`config.mk`:
```
export PLATFORM = sky130hd
export DESIGN_NAME = dual_pulse_width_phase_capture_top_flat
export DESIGN_NICKNAME = d
export VERILOG_FILES = /design/src/sv/dpwpc_pkg.sv /design/src/sv/dpwpc_if.sv /design/src/sv/dpwpc_channel.sv /design/src/sv/dual_pulse_width_phase_capture_top.sv /design/src/flat_wrapper.sv
export SDC_FILE = /design/constraint.sdc
export NUM_CORES = 1
export LEC_CHECK = 0
export BUFFER_PORTS_ARGS = -buffer_cell sky130_fd_sc_hd__buf_2
export CORE_MARGIN = 2
export CORE_UTILIZATION = 45
export CTS_CLUSTER_SIZE = 8
export DETAILED_ROUTE_END_ITERATION = 6
export GPL_TIMING_DRIVEN = 0
export PLACE_DENSITY = 0.65
export SYNTH_ARGS = -nofsm -noshare
export SYNTH_HDL_FRONTEND = slang
export SYNTH_HIERARCHICAL = 1
export SYNTH_SLANG_ARGS = --single-unit
```
`constraint.sdc`:
```
create_clock -name clock -period 8.72 [get_ports clock]
set_input_delay 1.744 -clock clock [delete_from_list [all_inputs] [get_ports clock]]
set_output_delay 1.744 -clock clock [all_outputs]
set_load 0.02 [all_outputs]
```
`src/sv/dpwpc_pkg.sv`:
```
// ----------------------------------------------------------------------------
// dpwpc_pkg
// Shared types and constants for the dual pulse-width and phase capture block.
// ----------------------------------------------------------------------------
package dpwpc_pkg;

   localparam int COUNT_BITS    = 32;
   localparam int WIDTH_BITS    = 32;
   localparam int PRESCALE_BITS = 16;
   localparam int WRAPS_BITS    = 6;
   localparam int CSR_IDX_BITS  = 1;
   localparam int CSR_DATA_BITS = 32;

   localparam logic [WRAPS_BITS-1:0]   WRAPS_MAX     = '1;
   localparam logic [WIDTH_BITS-1:0]   WIDTH_SAT     = '1;
   localparam logic [CSR_DATA_BITS-1:0] RELOAD_RESET = '1;

   typedef enum logic [CSR_IDX_BITS-1:0] {
      REG_RELOAD_LIMIT = 1'b0,
      REG_PRESCALE     = 1'b1
   } csr_index_type;

   typedef logic [COUNT_BITS-1:0] count_type;

   typedef struct packed {
      logic [CSR_DATA_BITS-1:0] reload_limit;
      logic [PRESCALE_BITS-1:0] prescale;
   } cfg_type;

   typedef struct packed {
      logic                  done;
      logic                  armed;
      logic [WRAPS_BITS-1:0] wraps;
      logic [WIDTH_BITS-1:0] width;
   } chan_status_type;

endpackage

```
`src/sv/dpwpc_if.sv`:
```
// ----------------------------------------------------------------------------
// dpwpc channel interfaces
// Request, response and register-write channels with valid/ready handshake.
// ----------------------------------------------------------------------------
interface dpwpc_req_if;
   logic valid;
   logic ready;
   logic level_a;
   logic level_b;
   logic clear_a;
   logic clear_b;

   modport source (output valid, level_a, level_b, clear_a, clear_b, input ready);
   modport sink   (input valid, level_a, level_b, clear_a, clear_b, output ready);
endinterface

interface dpwpc_rsp_if;
   logic                             valid;
   logic                             ready;
   logic                             done_a;
   logic                             armed_a;
   logic [dpwpc_pkg::WRAPS_BITS-1:0] wraps_a;
   logic [dpwpc_pkg::WIDTH_BITS-1:0] width_a;
   logic                             done_b;
   logic                             armed_b;
   logic [dpwpc_pkg::WRAPS_BITS-1:0] wraps_b;
   logic [dpwpc_pkg::WIDTH_BITS-1:0] width_b;
   logic [dpwpc_pkg::WIDTH_BITS-1:0] phase_count;

   modport source (output valid, done_a, armed_a, wraps_a, width_a,
                   done_b, armed_b, wraps_b, width_b, phase_count, input ready);
   modport sink   (input valid, done_a, armed_a, wraps_a, width_a,
                   done_b, armed_b, wraps_b, width_b, phase_count, output ready);
endinterface

interface dpwpc_csr_if;
   logic                                valid;
   logic                                ready;
   logic [dpwpc_pkg::CSR_IDX_BITS-1:0]  index;
   logic [dpwpc_pkg::CSR_DATA_BITS-1:0] data;

   modport source (output valid, index, data, input ready);
   modport sink   (input valid, index, data, output ready);
endinterface

```
`src/sv/dpwpc_channel.sv`:
```
// ----------------------------------------------------------------------------
// dpwpc_channel
// One capture channel: prescaler, wrapping counter, edge detect and status.
// ----------------------------------------------------------------------------
module dpwpc_channel (
   input  logic                        clock,
   input  logic                        reset,
   input  logic                        step,
   input  logic                        level,
   input  logic                        clear,
   input  dpwpc_pkg::cfg_type          cfg,
   output dpwpc_pkg::chan_status_type  status_next,
   output dpwpc_pkg::count_type        count_next,
   output logic                        armed_rise
);

   logic [dpwpc_pkg::PRESCALE_BITS-1:0] pre_ff, pre_in;
   dpwpc_pkg::count_type                cnt_ff, cnt_in, cnt_adv, lim;
   logic                                last_ff;
   dpwpc_pkg::chan_status_type          status_ff, st;
   logic                                wrap, rise, fall;

   assign lim  = cfg.reload_limit[dpwpc_pkg::COUNT_BITS-1:0];
   assign rise = level & ~last_ff;
   assign fall = ~level & last_ff;

   always_comb begin
      pre_in  = pre_ff + 1'b1;
      cnt_adv = cnt_ff;
      wrap    = 1'b0;
      if (pre_ff >= cfg.prescale) begin
         pre_in = '0;
         if (cnt_ff >= lim) begin
            cnt_adv = '0;
            wrap    = 1'b1;
         end else begin
            cnt_adv = cnt_ff + 1'b1;
         end
      end
   end

   always_comb begin
      st         = status_ff;
      cnt_in     = cnt_adv;
      armed_rise = 1'b0;
      if (clear) begin
         st.done  = 1'b0;
         st.armed = 1'b0;
         st.wraps = '0;
      end
      if (!st.done) begin
         if (wrap && st.armed) begin
            if (st.wraps == dpwpc_pkg::WRAPS_MAX) begin
               st.done  = 1'b1;
               st.width = dpwpc_pkg::WIDTH_SAT;
            end else begin
               st.wraps = st.wraps + 1'b1;
            end
         end
         if (st.armed) begin
            if (fall) begin
               st.width = dpwpc_pkg::WIDTH_BITS'(cnt_adv);
               st.done  = 1'b1;
            end
         end else if (rise) begin
            // restart the measurement from zero
            cnt_in     = '0;
            st.width   = '0;
            st.done    = 1'b0;
            st.armed   = 1'b1;
            st.wraps   = '0;
            armed_rise = 1'b1;
         end
      end
   end

   assign status_next = st;
   assign count_next  = cnt_in;

   always_ff @(posedge clock) begin
      if (reset) begin
         pre_ff    <= '0;
         cnt_ff    <= '0;
         last_ff   <= 1'b0;
         status_ff <= '0;
      end else if (step) begin
         pre_ff    <= pre_in;
         cnt_ff    <= cnt_in;
         last_ff   <= level;
         status_ff <= st;
      end
   end

   a_clear_drops_done: assert property (@(posedge clock) disable iff (reset)
      step && clear |=> !status_ff.done)
      else $error("done survived a clear");

   a_rise_zeroes: assert property (@(posedge clock) disable iff (reset)
      step && armed_rise |=> cnt_ff == '0 && status_ff.width == '0 && status_ff.armed)
      else $error("rising edge did not restart the channel");

   a_wraps_need_arm: assert property (@(posedge clock) disable iff (reset)
      status_ff.wraps != '0 |-> status_ff.armed)
      else $error("wraps counted while not armed");

   a_done_needs_arm: assert property (@(posedge clock) disable iff (reset)
      status_ff.done |-> status_ff.armed)
      else $error("done set while not armed");

endmodule

```
`src/sv/dual_pulse_width_phase_capture_top.sv`:
```
// ----------------------------------------------------------------------------
// dual_pulse_width_phase_capture_top
// Two-channel high-time capture with phase of B against A.
// ----------------------------------------------------------------------------
// Each request word is one sample tick carrying the levels of A and B and
// their clear bits; each produces exactly one response word with both
// channels' status, widths and the phase count. The block takes one word
// every cycle unless the response side stalls: a word sits in the input
// register while both channel updates resolve in a single pass, then lands
// in the response register, which holds the response until the response
// side is ready to take it. A stalled response holds the pipeline; the
// input register still takes one more word while the result waits.
// Register writes (index 0 reload limit, index 1 prescale) are taken every
// cycle and are meant to happen only while no word is in flight.
module dual_pulse_width_phase_capture_top (
   input  logic              clock,
   input  logic              reset,
   dpwpc_req_if.sink         req_ch,
   dpwpc_rsp_if.source       rsp_ch,
   dpwpc_csr_if.sink         csr_ch
);

   dpwpc_pkg::cfg_type cfg_ff, cfg_in;

   logic in_valid_ff, in_valid_in;
   logic level_a_ff, level_b_ff, clear_a_ff, clear_b_ff;
   logic out_valid_ff, out_valid_in;
   logic step, req_take;

   dpwpc_pkg::chan_status_type status_a, status_b;
   dpwpc_pkg::chan_status_type rsp_a_ff, rsp_b_ff;
   dpwpc_pkg::count_type       count_a, count_b;
   logic                       rise_a, rise_b;
   logic [dpwpc_pkg::WIDTH_BITS-1:0] phase_ff, phase_in;

   // register writes
   assign csr_ch.ready = 1'b1;

   always_comb begin
      cfg_in = cfg_ff;
      if (csr_ch.valid) begin
         case (dpwpc_pkg::csr_index_type'(csr_ch.index))
            dpwpc_pkg::REG_RELOAD_LIMIT: cfg_in.reload_limit = csr_ch.data;
            dpwpc_pkg::REG_PRESCALE:
               cfg_in.prescale = csr_ch.data[dpwpc_pkg::PRESCALE_BITS-1:0];
            default: cfg_in = cfg_ff;
         endcase
      end
   end

   always_ff @(posedge clock) begin
      if (reset) begin
         cfg_ff.reload_limit <= dpwpc_pkg::RELOAD_RESET;
         cfg_ff.prescale     <= '0;
      end else begin
         cfg_ff <= cfg_in;
      end
   end

   // pipeline control
   assign step         = in_valid_ff && (!out_valid_ff || rsp_ch.ready);
   assign req_ch.ready = !in_valid_ff || step;
   assign req_take     = req_ch.valid && req_ch.ready;
   assign in_valid_in  = req_take || (in_valid_ff && !step);
   assign out_valid_in = step || (out_valid_ff && !rsp_ch.ready);

   always_ff @(posedge clock) begin
      if (reset) begin
         in_valid_ff  <= 1'b0;
         out_valid_ff <= 1'b0;
         phase_ff     <= '0;
      end else begin
         in_valid_ff  <= in_valid_in;
         out_valid_ff <= out_valid_in;
         if (step) begin
            phase_ff <= phase_in;
         end
      end
   end

   always_ff @(posedge clock) begin
      if (req_take) begin
         level_a_ff <= req_ch.level_a;
         level_b_ff <= req_ch.level_b;
         clear_a_ff <= req_ch.clear_a;
         clear_b_ff <= req_ch.clear_b;
      end
      if (step) begin
         rsp_a_ff <= status_a;
         rsp_b_ff <= status_b;
      end
   end

   dpwpc_channel u_chan_a (
      .clock       (clock),
      .reset       (reset),
      .step        (step),
      .level       (level_a_ff),
      .clear       (clear_a_ff),
      .cfg         (cfg_ff),
      .status_next (status_a),
      .count_next  (count_a),
      .armed_rise  (rise_a)
   );

   dpwpc_channel u_chan_b (
      .clock       (clock),
      .reset       (reset),
      .step        (step),
      .level       (level_b_ff),
      .clear       (clear_b_ff),
      .cfg         (cfg_ff),
      .status_next (status_b),
      .count_next  (count_b),
      .armed_rise  (rise_b)
   );

   // B's rising edge samples A's count after A's own edge handling
   assign phase_in = rise_b ? dpwpc_pkg::WIDTH_BITS'(count_a) : phase_ff;

   assign rsp_ch.valid       = out_valid_ff;
   assign rsp_ch.done_a      = rsp_a_ff.done;
   assign rsp_ch.armed_a     = rsp_a_ff.armed;
   assign rsp_ch.wraps_a     = rsp_a_ff.wraps;
   assign rsp_ch.width_a     = rsp_a_ff.width;
   assign rsp_ch.done_b      = rsp_b_ff.done;
   assign rsp_ch.armed_b     = rsp_b_ff.armed;
   assign rsp_ch.wraps_b     = rsp_b_ff.wraps;
   assign rsp_ch.width_b     = rsp_b_ff.width;
   assign rsp_ch.phase_count = phase_ff;

   // count_b feeds only the channel's own state
   logic unused_count_b;
   assign unused_count_b = ^count_b ^ rise_a;

endmodule

```
`src/flat_wrapper.sv`:
```
// flat-port wrapper written by rule: the top's interface ports become plain ports
module dual_pulse_width_phase_capture_top_flat 
  (clock, reset, req_ch_valid, req_ch_level_a, req_ch_level_b, req_ch_clear_a, req_ch_clear_b, req_ch_ready, rsp_ch_valid, rsp_ch_done_a, rsp_ch_armed_a, rsp_ch_wraps_a, rsp_ch_width_a, rsp_ch_done_b, rsp_ch_armed_b, rsp_ch_wraps_b, rsp_ch_width_b, rsp_ch_phase_count, rsp_ch_ready, csr_ch_valid, csr_ch_index, csr_ch_data, csr_ch_ready);
  dpwpc_req_if req_ch_i ();
  dpwpc_rsp_if rsp_ch_i ();
  dpwpc_csr_if csr_ch_i ();
  input  logic clock;
  input  logic reset;
  input wire logic [$bits(req_ch_i.valid)-1:0] req_ch_valid;
  input wire logic [$bits(req_ch_i.level_a)-1:0] req_ch_level_a;
  input wire logic [$bits(req_ch_i.level_b)-1:0] req_ch_level_b;
  input wire logic [$bits(req_ch_i.clear_a)-1:0] req_ch_clear_a;
  input wire logic [$bits(req_ch_i.clear_b)-1:0] req_ch_clear_b;
  output wire logic [$bits(req_ch_i.ready)-1:0] req_ch_ready;
  output wire logic [$bits(rsp_ch_i.valid)-1:0] rsp_ch_valid;
  output wire logic [$bits(rsp_ch_i.done_a)-1:0] rsp_ch_done_a;
  output wire logic [$bits(rsp_ch_i.armed_a)-1:0] rsp_ch_armed_a;
  output wire logic [$bits(rsp_ch_i.wraps_a)-1:0] rsp_ch_wraps_a;
  output wire logic [$bits(rsp_ch_i.width_a)-1:0] rsp_ch_width_a;
  output wire logic [$bits(rsp_ch_i.done_b)-1:0] rsp_ch_done_b;
  output wire logic [$bits(rsp_ch_i.armed_b)-1:0] rsp_ch_armed_b;
  output wire logic [$bits(rsp_ch_i.wraps_b)-1:0] rsp_ch_wraps_b;
  output wire logic [$bits(rsp_ch_i.width_b)-1:0] rsp_ch_width_b;
  output wire logic [$bits(rsp_ch_i.phase_count)-1:0] rsp_ch_phase_count;
  input wire logic [$bits(rsp_ch_i.ready)-1:0] rsp_ch_ready;
  input wire logic [$bits(csr_ch_i.valid)-1:0] csr_ch_valid;
  input wire logic [$bits(csr_ch_i.index)-1:0] csr_ch_index;
  input wire logic [$bits(csr_ch_i.data)-1:0] csr_ch_data;
  output wire logic [$bits(csr_ch_i.ready)-1:0] csr_ch_ready;
  assign req_ch_i.valid = req_ch_valid;
  assign req_ch_i.level_a = req_ch_level_a;
  assign req_ch_i.level_b = req_ch_level_b;
  assign req_ch_i.clear_a = req_ch_clear_a;
  assign req_ch_i.clear_b = req_ch_clear_b;
  assign req_ch_ready = req_ch_i.ready;
  assign rsp_ch_valid = rsp_ch_i.valid;
  assign rsp_ch_done_a = rsp_ch_i.done_a;
  assign rsp_ch_armed_a = rsp_ch_i.armed_a;
  assign rsp_ch_wraps_a = rsp_ch_i.wraps_a;
  assign rsp_ch_width_a = rsp_ch_i.width_a;
  assign rsp_ch_done_b = rsp_ch_i.done_b;
  assign rsp_ch_armed_b = rsp_ch_i.armed_b;
  assign rsp_ch_wraps_b = rsp_ch_i.wraps_b;
  assign rsp_ch_width_b = rsp_ch_i.width_b;
  assign rsp_ch_phase_count = rsp_ch_i.phase_count;
  assign rsp_ch_i.ready = rsp_ch_ready;
  assign csr_ch_i.valid = csr_ch_valid;
  assign csr_ch_i.index = csr_ch_index;
  assign csr_ch_i.data = csr_ch_data;
  assign csr_ch_ready = csr_ch_i.ready;
  dual_pulse_width_phase_capture_top u_core (.clock(clock), .reset(reset), .req_ch(req_ch_i), .rsp_ch(rsp_ch_i), .csr_ch(csr_ch_i));
endmodule
```
==> flow_summary.html, run 1 <==
<table>
<tr><th>Metric</th><th>Value</th></tr>
<tr><th colspan="2">Detailed routing</th></tr>
<tr><td>Total detailed-routing wirelength</td><td>61300 um</td></tr>
<tr><td>DRT iter0 DRCs</td><td>1551</td></tr>
<tr><td>Routed vias</td><td>17286</td></tr>
<tr><td>Detailed Routing Iterations Pass 1</td><td>6</td></tr>
<tr><td>DR WL/cell</td><td>20.8 um</td></tr>
<tr><td>Mean number of vias per cell</td><td>5.88</td></tr>
<tr><td>Remaining antenna violation count</td><td>0</td></tr>
<tr><td>Drc violations</td><td>0</td></tr>
<tr><th colspan="2">STA</th></tr>
<tr><td>Period utilisation layout</td><td>0.511</td></tr>
<tr><td>Highest Clock Rate</td><td>0.225 GHz</td></tr>
<tr><td>Least-Margin Pin Slew</td><td>1.07 ns</td></tr>
<tr><td>Final number of setup-violating endpoints</td><td>0</td></tr>
<tr><td>Shortest clock period the worst path allows after layout</td><td>4.45 ns</td></tr>
<tr><td>Final hold viol count</td><td>0</td></tr>
<tr><td>Post-Route Skew</td><td>0.0269 ns</td></tr>
<tr><td>Setup repair after global routing missed its margin</td><td>no</td></tr>
<tr><td>Number of max-slew violations in the final report</td><td>0</td></tr>
<tr><td>Max-Slew Margin vs Limit</td><td>0.285</td></tr>
<tr><th colspan="2">Cells and area</th></tr>
<tr><td>Number of inserted diodes</td><td>0</td></tr>
<tr><td>Net count reported at finish</td><td>2521</td></tr>
<tr><td>Layout overhead on the synthesized area</td><td>15.3%</td></tr>
<tr><td>Share of cells above drive strength 1</td><td>0.133</td></tr>
<tr><td>End-of-flow core utilization</td><td>0.524</td></tr>
<tr><th colspan="2">Clock tree</th></tr>
<tr><td>Clock tree from TritonCTS</td><td>built</td></tr>
<tr><td>Clock slew seen by the registers of the worst setup and hold paths</td><td>0.05 ns</td></tr>
<tr><td>Number of gates given a new drive strength after cts</td><td>0</td></tr>
<tr><td>CTS Hold Buffers Added</td><td>0</td></tr>
<tr><td>Total number of H-tree levels</td><td>2</td></tr>
<tr><td>Total CTS buffers</td><td>49</td></tr>
<tr><td>Clock tree root buffer cell</td><td>sky130_fd_sc_hd__clkbuf_16</td></tr>
<tr><td>Longest Clk Path Bufs</td><td>3</td></tr>
<tr><td>Number of sinks on the clock net</td><td>344</td></tr>
<tr><td>Clock latency on the worst-skew pair</td><td>0.61 ns</td></tr>
<tr><td>Buffers inserted during post-CTS setup optimization</td><td>0</td></tr>
<tr><th colspan="2">Outcome</th></tr>
<tr><td>Run status</td><td>completed</td></tr>
<tr><th colspan="2">Synthesis</th></tr>
<tr><td>Synthesis Warnings</td><td>6</td></tr>
<tr><td>Mapped Cells</td><td>2170</td></tr>
<tr><td>Synthesized area per cell</td><td>8.74 um2</td></tr>
<tr><td>Nets in the synthesized netlist</td><td>2314</td></tr>
<tr><td>Post-synth design cell area</td><td>0.0190 mm2</td></tr>
<tr><th colspan="2">Critical path</th></tr>
<tr><td>Arrival @ worst endpoint</td><td>4.90 ns</td></tr>
<tr><td>Crit path largest cell delay</td><td>0.83 ns</td></tr>
<tr><td>Largest fanout on the critical path</td><td>19</td></tr>
<tr><td>Nature of the critical path startpoint</td><td>input pin</td></tr>
<tr><td>Critical path buffers and inverters</td><td>4</td></tr>
<tr><td>Sort of element at the end of the critical path</td><td>flip-flop</td></tr>
<tr><td>Cell-by-cell trace of the critical path</td><td>buf_2 -&gt; nor2b_4 -&gt; nor2b_4 -&gt; clkbuf_1 -&gt; clkbuf_1 -&gt; clkbuf_1 -&gt; o31ai_1 -&gt; nand2_1 -&gt; a21oi_1</td></tr>
<tr><td>Crit Path Class</td><td>input pin to flip-flop</td></tr>
<tr><td>Gate family responsible for the most delay along the worst path</td><td>buffers and inverters</td></tr>
<tr><td>Most used cell, CP</td><td>sky130_fd_sc_hd__clkbuf_1</td></tr>
<tr><td>CP max stage cell</td><td>sky130_fd_sc_hd__clkbuf_1</td></tr>
<tr><td>Data required time of the worst path</td><td>9.17 ns</td></tr>
<tr><th colspan="2">Floorplan</th></tr>
<tr><td>Core Area</td><td>0.0418 mm2</td></tr>
<tr><td>Initial Utilization</td><td>0.454</td></tr>
<tr><td>Floorplan die width</td><td>209 um</td></tr>
<tr><td>Die Outline Area</td><td>0.0438 mm2</td></tr>
<tr><td>Ports placed on the boundary</td><td>157</td></tr>
<tr><td>Vertical die dimension</td><td>209 um</td></tr>
<tr><td>Row cnt</td><td>75</td></tr>
<tr><th colspan="2">Job</th></tr>
<tr><td>Max-cap check violation count</td><td>0</td></tr>
<tr><th colspan="2">Power</th></tr>
<tr><td>Ratio of total power to cell area</td><td>176 mW/mm2</td></tr>
<tr><td>VDD IR-drop max</td><td>0.134 mV</td></tr>
<tr><td>Leakage</td><td>8.93 nW</td></tr>
<tr><td>Total Power</td><td>3.85 mW</td></tr>
<tr><th colspan="2">Global routing</th></tr>
<tr><td>Total global-route track usage</td><td>0.276</td></tr>
<tr><td>Via count of the first global-routing pass</td><td>16549</td></tr>
<tr><td>Wire length of the first global-routing pass</td><td>94000 um</td></tr>
<tr><td>Largest net degree at the start of global routing</td><td>35</td></tr>
<tr><td>Congestion Overflow GR</td><td>0</td></tr>
<tr><td>Antenna violations before repair</td><td>0</td></tr>
<tr><th colspan="2">Placed design</th></tr>
<tr><td>Number of input and output port buffers inserted</td><td>154</td></tr>
<tr><td>DPL Wire Length</td><td>46500 um</td></tr>
<tr><td>GP Congestion</td><td>0.956</td></tr>
<tr><th colspan="2">Worst hold path</th></tr>
<tr><td>Worst min-delay path class</td><td>flip-flop to flip-flop</td></tr>
</table>
[power breakdown]
part / switching [mW] / internal [mW] / total [mW]
clock: 0.721 / 1.05 / 1.77
sequential: 0.0247 / 1.67 / 1.70
combinational: 0.267 / 0.114 / 0.381
[worst reg2reg max path, delay by kind of cell, from the launching register on]
family	cells	cell delay (ns)
AO/OA/AOI/OAI	4	2.22
flip-flops	1	0.42
adder cells (fa/ha/maj)	1	0.37
AND/OR/NAND/NOR	3	0.62
[registers in the layout (all words and copies together) (netlist names), 6 cells and up]
register,count
u_core/rsp_ch.phase_count,32
u_core/u_chan_b/pre_ff,16
u_core/cfg_ff,48
u_core/rsp_ch.width_a,32
u_core/u_chan_b/cnt_ff,32
u_core/u_chan_a/status_ff,40
u_core/u_chan_a/cnt_ff,32
u_core/rsp_ch.width_b,32
u_core/rsp_ch.wraps_b,6
u_core/rsp_ch.wraps_a,6
u_core/u_chan_a/pre_ff,16
u_core/u_chan_b/status_ff,40
[cell usage in the layout, fill, tap and decap left out, drive strengths merged, types with 16 or more instances in the layout]
master and count:
nor2 200, nand2b 91, nor2b 21, clkbuf 143, o22ai 32, nand4 52
o21a 18, xnor2 38, nand3b 34, xor2 46, ha 102, and3 22
o211ai 16, a21oi 154, mux2i 36, inv 115, nand3 64, nor3 50
o21ai 128, dfxtp 260, a211oi 38, nand2 249, buf 205, nor4 32
edfxtp 84
[stage by stage]
| step | hold slack [ns] | area (um2) | setup TNS (ns) | instances | setup slack, ns |
|---|---|---|---|---|---|
| floorplan | 0.448 | 19000 | 0 | 2170 | 1.86 |
| global placement | 0.459 | 20400 | -92.73 | 2863 | -1.25 |
| detailed placement | 0.464 | 20500 | 0 | 2865 | 3.74 |
| CTS | 0.478 | 21900 | 0 | 2939 | 4.36 |
| global route | 0.488 | 21900 | 0 | 2939 | 4.11 |
| finish | 0.472 | 21900 | 0 | 2939 | 4.27 |
[metal layers]
metal / wire length [um] / vias to the layer above / track usage
met3: 3860 / 168 / 0.0404
met4: 3210 / 0 / 0.149
met1: 26000 / 8264 / 0.351
met5: 0 / - / 0
met2: 28200 / 705 / 0.454
li1: - / 8149 / -
[worst paths after layout]
| path | from | end | slack (ns) | cells past startpoint |
|---|---|---|---|---|
| setup / recovery | rsp_ch_ready | u_core/u_chan_a/cnt_ff[13] | 4.27 | 9 |
| setup reg to reg | u_core/u_chan_b/cnt_ff[30] | u_core/rsp_ch.width_b[20] | 4.82 | 8 |
| hold reg to reg | u_core/rsp_ch.phase_count[8] | u_core/rsp_ch.phase_count[8] | 0.47 | 2 |
| hold / removal | u_core/rsp_ch.phase_count[8] | u_core/rsp_ch.phase_count[8] | 0.47 | 2 |
[cell type report]
| type | instances | area (um2) |
|---|---|---|
| fill | 3897 | 19900 |
| tap | 539 | 674 |
| multi-input combinational | 1591 | 10200 |
| timing repair buffer | 156 | 811 |
| clock inverter | 3 | 66.3 |
| clock buffer | 71 | 1340 |
| inverter | 114 | 428 |
| sequential | 344 | 7730 |
| buffer | 121 | 598 |
Note: power is estimated with default switching activity, not from simulation.
==> run 2: changes to the inputs <==
==> constraint.sdc (replaced) <==
create_clock -name clock -period 4.5 [get_ports clock]
set_input_delay 0.9 -clock clock [delete_from_list [all_inputs] [get_ports clock]]
set_output_delay 0.9 -clock clock [all_outputs]
set_load 0.02 [all_outputs]
==> flow_summary.html, run 2 (synthesized netlist as in run 1, its figures left out) <==
<table>
<tr><th>Metric</th><th>Value</th></tr>
<tr><th colspan="2">STA</th></tr>
<tr><td>Setup repair after global routing missed its margin</td><td>no</td></tr>
<tr><td>Shortest clock period the worst path allows after layout</td><td>3.85 ns</td></tr>
<tr><td>Period utilisation layout</td><td>0.856</td></tr>
<tr><td>Setup TNS</td><td>0 ns (unchanged)</td></tr>
<tr><td>Final number of setup-violating endpoints</td><td>0 (unchanged)</td></tr>
<tr><td>Fin Hold WS</td><td>0.469 ns (-0.00261 ns)</td></tr>
<tr><td>Highest Clock Rate</td><td>0.260 GHz</td></tr>
<tr><td>Final hold viol count</td><td>0 (unchanged)</td></tr>
<tr><td>Post-Route Skew</td><td>0.0271 ns (+0.000233 ns)</td></tr>
<tr><td>Max-Slew Margin vs Limit</td><td>0.310 (+0.0248)</td></tr>
<tr><td>Least-Margin Pin Slew</td><td>1.02 ns (-0.0415 ns)</td></tr>
<tr><td>Number of max-slew violations in the final report</td><td>0 (unchanged)</td></tr>
<tr><th colspan="2">Power</th></tr>
<tr><td>VDD IR-drop max</td><td>0.245 mV (+82%)</td></tr>
<tr><td>Leakage</td><td>8.91 nW (-0.21%)</td></tr>
<tr><td>Ratio of total power to cell area</td><td>340 mW/mm2 (+93%)</td></tr>
<tr><td>Total Power</td><td>7.42 mW (+93%)</td></tr>
<tr><th colspan="2">Detailed routing</th></tr>
<tr><td>DRT iter0 DRCs</td><td>1382 (-11%)</td></tr>
<tr><td>Total detailed-routing wirelength</td><td>61200 um (-0.18%)</td></tr>
<tr><td>Remaining antenna violation count</td><td>0 (unchanged)</td></tr>
<tr><td>Detailed Routing Iterations Pass 1</td><td>5 (-1)</td></tr>
<tr><td>Routed vias</td><td>17194 (-0.53%)</td></tr>
<tr><td>Mean number of vias per cell</td><td>5.85 (-0.53%)</td></tr>
<tr><td>DR WL/cell</td><td>20.8 um (-0.18%)</td></tr>
<tr><td>Drc violations</td><td>0 (unchanged)</td></tr>
<tr><th colspan="2">Clock tree</th></tr>
<tr><td>Total number of H-tree levels</td><td>2 (unchanged)</td></tr>
<tr><td>Clock slew seen by the registers of the worst setup and hold paths</td><td>0.05 ns (about the same)</td></tr>
<tr><td>Clock tree root buffer cell</td><td>sky130_fd_sc_hd__clkbuf_16</td></tr>
<tr><td>CTS Hold Buffers Added</td><td>0 (unchanged)</td></tr>
<tr><td>Longest Clk Path Bufs</td><td>3 (unchanged)</td></tr>
<tr><td>Number of sinks on the clock net</td><td>344 (unchanged)</td></tr>
<tr><td>Total CTS buffers</td><td>49 (unchanged)</td></tr>
<tr><td>Buffers inserted during post-CTS setup optimization</td><td>0 (unchanged)</td></tr>
<tr><td>Clock tree from TritonCTS</td><td>built</td></tr>
<tr><td>Number of gates given a new drive strength after cts</td><td>0 (unchanged)</td></tr>
<tr><td>Clock latency on the worst-skew pair</td><td>0.59 ns (-0.02 ns)</td></tr>
<tr><th colspan="2">Cells and area</th></tr>
<tr><td>Fillers</td><td>3822 (-1.9%)</td></tr>
<tr><td>Most frequent cells in the layout</td><td>sky130_fd_sc_hd__dfxtp_1, sky130_fd_sc_hd__nand2_1, sky130_fd_sc_hd__nor2_1</td></tr>
<tr><td>Register with the most flip-flops</td><td>u_core/cfg_ff</td></tr>
<tr><td>Net count reported at finish</td><td>2521 (unchanged)</td></tr>
<tr><td>Layout overhead on the synthesized area</td><td>15.1%</td></tr>
<tr><td>Leading cell type in the layout, fill and taps excluded</td><td>sky130_fd_sc_hd__dfxtp_1</td></tr>
<tr><td>Number of flip-flops in the largest register</td><td>48 (unchanged)</td></tr>
<tr><td>Top flop regs</td><td>u_core/cfg_ff (48), u_core/u_chan_a/status_ff (40), u_core/u_chan_b/status_ff (40)</td></tr>
<tr><td>Post-route insts no fill</td><td>2939 (unchanged)</td></tr>
<tr><td>End-of-flow core utilization</td><td>0.523 (-0.000689)</td></tr>
<tr><td>Number of inserted diodes</td><td>0 (unchanged)</td></tr>
<tr><td>Share of cells above drive strength 1</td><td>0.133 (-0.000833)</td></tr>
<tr><th colspan="2">Placed design</th></tr>
<tr><td>Number of input and output port buffers inserted</td><td>154 (unchanged)</td></tr>
<tr><td>Dpl cells</td><td>2865 (unchanged)</td></tr>
<tr><td>GP Congestion</td><td>0.949 (-0.69%)</td></tr>
<tr><td>DPL Wire Length</td><td>46400 um (-0.18%)</td></tr>
<tr><th colspan="2">Floorplan</th></tr>
<tr><td>Die Outline Area</td><td>0.0438 mm2 (unchanged)</td></tr>
<tr><td>Row cnt</td><td>75 (unchanged)</td></tr>
<tr><td>Vertical die dimension</td><td>209 um (unchanged)</td></tr>
<tr><td>Ports placed on the boundary</td><td>157 (unchanged)</td></tr>
<tr><td>Core Area</td><td>0.0418 mm2 (unchanged)</td></tr>
<tr><td>Initial Utilization</td><td>0.454 (unchanged)</td></tr>
<tr><td>Floorplan die width</td><td>209 um (unchanged)</td></tr>
<tr><th colspan="2">Critical path</th></tr>
<tr><td>Nature of the critical path startpoint</td><td>input pin</td></tr>
<tr><td>Cell-by-cell trace of the critical path</td><td>buf_2 -&gt; nor2b_4 -&gt; nor2b_4 -&gt; buf_12 -&gt; clkbuf_1 -&gt; clkbuf_1 -&gt; clkbuf_1 -&gt; nor2_1 -&gt; nor4_1</td></tr>
<tr><td>Logic depth of the worst path, buffers included</td><td>9 (unchanged)</td></tr>
<tr><td>Most used cell, CP</td><td>sky130_fd_sc_hd__clkbuf_1</td></tr>
<tr><td>Sort of element at the end of the critical path</td><td>flip-flop</td></tr>
<tr><td>R2R Path Start</td><td>u_core/u_chan_b/cnt_ff[30]</td></tr>
<tr><td>Worst R2R Setup Slack</td><td>0.66 ns (-4.16 ns)</td></tr>
<tr><td>CP max stage cell</td><td>sky130_fd_sc_hd__clkbuf_1</td></tr>
<tr><td>Worst r2r dst</td><td>u_core/rsp_ch.width_b[20]</td></tr>
<tr><td>Critical path buffers and inverters</td><td>5 (+1)</td></tr>
<tr><td>Arrival @ worst endpoint</td><td>4.33 ns (-0.57 ns)</td></tr>
<tr><td>Crit Path Class</td><td>input pin to flip-flop</td></tr>
<tr><td>Cell depth of the worst flop-to-flop path</td><td>8 (unchanged)</td></tr>
<tr><td>Capture point of the worst path</td><td>u_core/u_chan_a/status_ff[18]</td></tr>
<tr><td>Worst setup startpoint</td><td>rsp_ch_ready</td></tr>
<tr><td>Gate family responsible for the most delay along the worst path</td><td>buffers and inverters</td></tr>
<tr><td>Crit path largest cell delay</td><td>0.82 ns (about the same)</td></tr>
<tr><td>Data required time of the worst path</td><td>4.98 ns (-4.19 ns)</td></tr>
<tr><td>Largest fanout on the critical path</td><td>26 (+7)</td></tr>
<tr><th colspan="2">Global routing</th></tr>
<tr><td>Total global-route track usage</td><td>0.277 (+0.00150)</td></tr>
<tr><td>Via count of the first global-routing pass</td><td>16763 (+1.3%)</td></tr>
<tr><td>Wire length of the first global-routing pass</td><td>95300 um (+1.3%)</td></tr>
<tr><td>Congestion Overflow GR</td><td>0 (unchanged)</td></tr>
<tr><td>Antenna violations before repair</td><td>0 (unchanged)</td></tr>
<tr><td>Largest net degree at the start of global routing</td><td>36 (+2.9%)</td></tr>
<tr><th colspan="2">Outcome</th></tr>
<tr><td>Run status</td><td>completed</td></tr>
<tr><th colspan="2">Worst hold path</th></tr>
<tr><td>Worst min-delay path class</td><td>flip-flop to flip-flop</td></tr>
<tr><th colspan="2">Job</th></tr>
<tr><td>Max-cap check violation count</td><td>0 (unchanged)</td></tr>
</table>
## run 2: how the worst min path moves through the flow
stage / end / from / slack, ns / depth (start not counted)
after global placement: u_core/rsp_ch.phase_count[11] / u_core/rsp_ch.phase_count[11] / 0.46 / 2
after floorplan: u_core/cfg_ff[15] / u_core/cfg_ff[15] / 0.45 / 2
after global routing: u_core/level_a_ff / req_ch_level_a / 0.48 / 1
final: u_core/rsp_ch.phase_count[13] / u_core/rsp_ch.phase_count[13] / 0.47 / 2
after CTS: u_core/rsp_ch.phase_count[13] / u_core/rsp_ch.phase_count[13] / 0.47 / 2
after detailed placement: u_core/rsp_ch.phase_count[13] / u_core/rsp_ch.phase_count[13] / 0.46 / 2
## run 2: final cells by class
class | instances | area (um2) | share of cell area
Multi-Input combinational cell | 1591 | 10200 | 0.468
Sequential cell | 344 | 7730 | 0.354
Clock buffer | 71 | 1330 | 0.0609
Timing Repair Buffer | 156 | 811 | 0.0371
Tap cell | 539 | 674 | 0.0309
Buffer | 121 | 598 | 0.0274
Inverter | 114 | 428 | 0.0196
Clock inverter | 3 | 46.3 | 0.00212
## run 2: through the flow
step                instance area, um2  worst slack [ns]
floorplan                        19000            0.0301
global placement                 20400             -2.05
detailed placement               20500             0.142
CTS                              21800             0.728
global route                     21800             0.514
finish                           21800             0.650
## run 2: power breakdown
part	switching (mW)	internal (mW)	total (mW)
sequential	0.0476	3.24	3.29
clock	1.38	2.02	3.40
combinational	0.512	0.222	0.734
total	1.94	5.48	7.42
## run 2: worst reg2reg max path, stage by stage, from the launching register on
cell                       delay, ns
sky130_fd_sc_hd__dfxtp_1        0.40
sky130_fd_sc_hd__ha_1           0.37
sky130_fd_sc_hd__nand4_1        0.16
sky130_fd_sc_hd__or3_1          0.40
sky130_fd_sc_hd__a211oi_1       0.80
sky130_fd_sc_hd__o21ai_0        0.53
sky130_fd_sc_hd__a21oi_1        0.65
sky130_fd_sc_hd__a21o_1         0.19
sky130_fd_sc_hd__nor2_1         0.08
## run 2: metal layers
metal	up-vias	global-route usage	routed length [um]
met5	-	0	0
met4	0	0.157	3490
met3	182	0.0419	3860
met2	677	0.460	28400
met1	8205	0.346	25400
li1	8130	-	-
==> run 3: changes to the inputs <==
--- a/config.mk
+++ b/config.mk
@@ -11,7 +11,6 @@
 export CTS_CLUSTER_SIZE = 8
 export DETAILED_ROUTE_END_ITERATION = 6
 export GPL_TIMING_DRIVEN = 0
-export PLACE_DENSITY = 0.65
 export SYNTH_ARGS = -nofsm -noshare
 export SYNTH_HDL_FRONTEND = slang
 export SYNTH_HIERARCHICAL = 1
==> flow_summary.html, run 3 (synthesized netlist as in run 1, its figures left out) <==
<table>
<tr><th>Metric</th><th>Value</th></tr>
<tr><th colspan="2">Clock tree</th></tr>
<tr><td>CTS Hold Buffers Added</td><td>0 (unchanged)</td></tr>
<tr><td>Clock slew seen by the registers of the worst setup and hold paths</td><td>0.05 ns (about the same)</td></tr>
<tr><td>Number of sinks on the clock net</td><td>344 (unchanged)</td></tr>
<tr><td>Clock latency on the worst-skew pair</td><td>0.60 ns (about the same)</td></tr>
<tr><td>Total CTS buffers</td><td>49 (unchanged)</td></tr>
<tr><td>Clock tree from TritonCTS</td><td>built</td></tr>
<tr><td>Clock tree root buffer cell</td><td>sky130_fd_sc_hd__clkbuf_16</td></tr>
<tr><td>Buffers inserted during post-CTS setup optimization</td><td>0 (unchanged)</td></tr>
<tr><td>Number of gates given a new drive strength after cts</td><td>0 (unchanged)</td></tr>
<tr><td>Longest Clk Path Bufs</td><td>3 (unchanged)</td></tr>
<tr><td>Total number of H-tree levels</td><td>2 (unchanged)</td></tr>
<tr><th colspan="2">STA</th></tr>
<tr><td>Period utilisation layout</td><td>0.839 (-0.0164)</td></tr>
<tr><td>Number of max-slew violations in the final report</td><td>0 (unchanged)</td></tr>
<tr><td>Post-Route Skew</td><td>0.0335 ns (+0.00639 ns)</td></tr>
<tr><td>Least-Margin Pin Slew</td><td>1.03 ns (+0.00826 ns)</td></tr>
<tr><td>PnR worst setup slack</td><td>0.724 ns (+0.0737 ns)</td></tr>
<tr><td>Shortest clock period the worst path allows after layout</td><td>3.78 ns (-0.0737 ns)</td></tr>
<tr><td>Highest Clock Rate</td><td>0.265 GHz (+2.0%)</td></tr>
<tr><td>Max-Slew Margin vs Limit</td><td>0.311 (+0.00171)</td></tr>
<tr><td>Final number of setup-violating endpoints</td><td>0 (unchanged)</td></tr>
<tr><td>Final hold viol count</td><td>0 (unchanged)</td></tr>
<tr><td>Setup TNS</td><td>0 ns (unchanged)</td></tr>
<tr><td>Setup repair after global routing missed its margin</td><td>no</td></tr>
<tr><th colspan="2">Global routing</th></tr>
<tr><td>Congestion Overflow GR</td><td>0 (unchanged)</td></tr>
<tr><td>Antenna violations before repair</td><td>1 (+1)</td></tr>
<tr><td>Wire length of the first global-routing pass</td><td>94400 um (-0.86%)</td></tr>
<tr><td>Largest net degree at the start of global routing</td><td>36 (unchanged)</td></tr>
<tr><td>Total global-route track usage</td><td>0.278 (about the same)</td></tr>
<tr><td>Via count of the first global-routing pass</td><td>16299 (-2.8%)</td></tr>
<tr><th colspan="2">Placed design</th></tr>
<tr><td>DPL Wire Length</td><td>47000 um (+1.2%)</td></tr>
<tr><td>GP Congestion</td><td>0.940 (-1.0%)</td></tr>
<tr><td>Number of input and output port buffers inserted</td><td>154 (unchanged)</td></tr>
<tr><td>DP Area</td><td>0.0205 mm2 (unchanged)</td></tr>
<tr><td>Pre-CTS setup slack</td><td>0.268 ns (+0.126 ns)</td></tr>
<tr><th colspan="2">Critical path</th></tr>
<tr><td>Largest fanout on the critical path</td><td>23 (-12%)</td></tr>
<tr><td>CP max stage cell</td><td>sky130_fd_sc_hd__clkbuf_1</td></tr>
<tr><td>Arrival @ worst endpoint</td><td>4.26 ns (-0.07 ns)</td></tr>
<tr><td>Gate family responsible for the most delay along the worst path</td><td>buffers and inverters</td></tr>
<tr><td>Most used cell, CP</td><td>sky130_fd_sc_hd__clkbuf_1</td></tr>
<tr><td>Crit Path Class</td><td>input pin to flip-flop</td></tr>
<tr><td>Cell-by-cell trace of the critical path</td><td>buf_2 -&gt; nor2b_4 -&gt; nor2b_4 -&gt; clkbuf_1 -&gt; clkbuf_1 -&gt; clkbuf_1 -&gt; o21ai_0 -&gt; a41oi_1</td></tr>
<tr><td>Critical path buffers and inverters</td><td>4 (-1)</td></tr>
<tr><td>Nature of the critical path startpoint</td><td>input pin</td></tr>
<tr><td>Crit path largest cell delay</td><td>0.84 ns (+0.02 ns)</td></tr>
<tr><td>Sort of element at the end of the critical path</td><td>flip-flop</td></tr>
<tr><td>Data required time of the worst path</td><td>4.98 ns (about the same)</td></tr>
<tr><th colspan="2">Detailed routing</th></tr>
<tr><td>Total detailed-routing wirelength</td><td>61800 um (+1.0%)</td></tr>
<tr><td>Remaining antenna violation count</td><td>0 (unchanged)</td></tr>
<tr><td>Detailed Routing Iterations Pass 1</td><td>5 (unchanged)</td></tr>
<tr><td>Mean number of vias per cell</td><td>5.79 (-1.1%)</td></tr>
<tr><td>Routed vias</td><td>17018 (-1.0%)</td></tr>
<tr><td>Drc violations</td><td>0 (unchanged)</td></tr>
<tr><td>DR WL/cell</td><td>21.0 um (+1.0%)</td></tr>
<tr><td>DRT iter0 DRCs</td><td>1326 (-4.1%)</td></tr>
<tr><th colspan="2">Floorplan</th></tr>
<tr><td>Floorplan die width</td><td>209 um (unchanged)</td></tr>
<tr><td>Initial Utilization</td><td>0.454 (unchanged)</td></tr>
<tr><td>Row cnt</td><td>75 (unchanged)</td></tr>
<tr><td>Vertical die dimension</td><td>209 um (unchanged)</td></tr>
<tr><td>Core Area</td><td>0.0418 mm2 (unchanged)</td></tr>
<tr><td>Ports placed on the boundary</td><td>157 (unchanged)</td></tr>
<tr><td>Die Outline Area</td><td>0.0438 mm2 (unchanged)</td></tr>
<tr><th colspan="2">Power</th></tr>
<tr><td>Leakage</td><td>8.91 nW (about the same)</td></tr>
<tr><td>VDD IR-drop max</td><td>0.253 mV (+3.1%)</td></tr>
<tr><td>Ratio of total power to cell area</td><td>339 mW/mm2 (-0.23%)</td></tr>
<tr><th colspan="2">Cells and area</th></tr>
<tr><td>Share of cells above drive strength 1</td><td>0.133 (+0.000361)</td></tr>
<tr><td>Post-Layout Inst Area</td><td>0.0218 mm2 (about the same)</td></tr>
<tr><td>Number of inserted diodes</td><td>0 (unchanged)</td></tr>
<tr><td>Most frequent cells in the layout</td><td>sky130_fd_sc_hd__dfxtp_1, sky130_fd_sc_hd__nand2_1, sky130_fd_sc_hd__nor2_1</td></tr>
<tr><td>Leading cell type in the layout, fill and taps excluded</td><td>sky130_fd_sc_hd__dfxtp_1</td></tr>
<tr><td>Register with the most flip-flops</td><td>u_core/cfg_ff</td></tr>
<tr><td>Net count reported at finish</td><td>2521 (unchanged)</td></tr>
<tr><td>Number of flip-flops in the largest register</td><td>48 (unchanged)</td></tr>
<tr><td>Top flop regs</td><td>u_core/cfg_ff (48), u_core/u_chan_a/status_ff (40), u_core/u_chan_b/status_ff (40)</td></tr>
<tr><td>End-of-flow core utilization</td><td>0.523 (about the same)</td></tr>
<tr><td>Layout overhead on the synthesized area</td><td>15.0% (about the same)</td></tr>
<tr><th colspan="2">Job</th></tr>
<tr><td>Max-cap check violation count</td><td>0 (unchanged)</td></tr>
<tr><th colspan="2">Outcome</th></tr>
<tr><td>Run status</td><td>completed</td></tr>
<tr><th colspan="2">Worst hold path</th></tr>
<tr><td>Worst min-delay path class</td><td>flip-flop to flip-flop</td></tr>
</table>
## run 3: changes by cell type in the layout (fill, tap and decap cells not counted)
| cell | before | now |
|---|---|---|
| sky130_fd_sc_hd__clkinv_2 | 0 | 2 |
| sky130_fd_sc_hd__clkinv_8 | 0 | 2 |
| sky130_fd_sc_hd__clkinvlp_4 | 1 | 0 |
| sky130_fd_sc_hd__clkbuf_16 | 50 | 49 |
| sky130_fd_sc_hd__clkinv_16 | 1 | 0 |
## run 3: area by class of cell
type	count	area, um2
fill	3897	19900
multi-input combinational	1591	10200
sequential	344	7730
clock buffer	70	1310
timing repair buffer	156	811
tap	539	674
buffer	121	598
inverter	114	428
clock inverter	5	51.3
## run 3: layer usage
layer / vias to the layer above / wire length [um] / global-route usage
li1: 8173 / - / -
met2: 564 / 28800 / 0.463
met5: - / 12 / 0
met4: 2 / 2510 / 0.120
met3: 133 / 3600 / 0.0494
met1: 8146 / 26800 / 0.354
## run 3: worst paths after layout
check	start	endpoint	slack, ns	depth (start not counted)
worst max-delay path	rsp_ch_ready	u_core/u_chan_a/status_ff[33]	0.72	8
worst min-delay path	u_core/rsp_ch.phase_count[10]	u_core/rsp_ch.phase_count[10]	0.47	2
worst max register to register	u_core/in_valid_ff	u_core/u_chan_a/status_ff[33]	0.74	6
worst min register to register	u_core/rsp_ch.phase_count[10]	u_core/rsp_ch.phase_count[10]	0.47	2
## run 3: where the power goes
part	switching, mW	internal (mW)	leakage (nW)	total (mW)
combinational	0.517	0.222	5.38	0.739
clock	1.38	1.99	0.655	3.37
sequential	0.0491	3.24	2.88	3.29
total	1.95	5.45	8.91	7.40
## run 3: worst min-delay path: cells and delay by family, from the launching register on
kind	cells	cell delay [ns]
flip-flops	1	0.30
multiplexers	1	0.06
AND/OR/NAND/NOR	1	0.06
## run 3: through the flow
step | hold WS (ns) | power, mW | instances
after global placement | 0.459 | 4.06 | 2863
after global routing | 0.489 | 7.66 | 2940
final | 0.471 | 7.40 | 2940
after CTS | 0.476 | 7.46 | 2940
after floorplan | 0.448 | 3.82 | 2170
after detailed placement | 0.461 | 4.08 | 2865
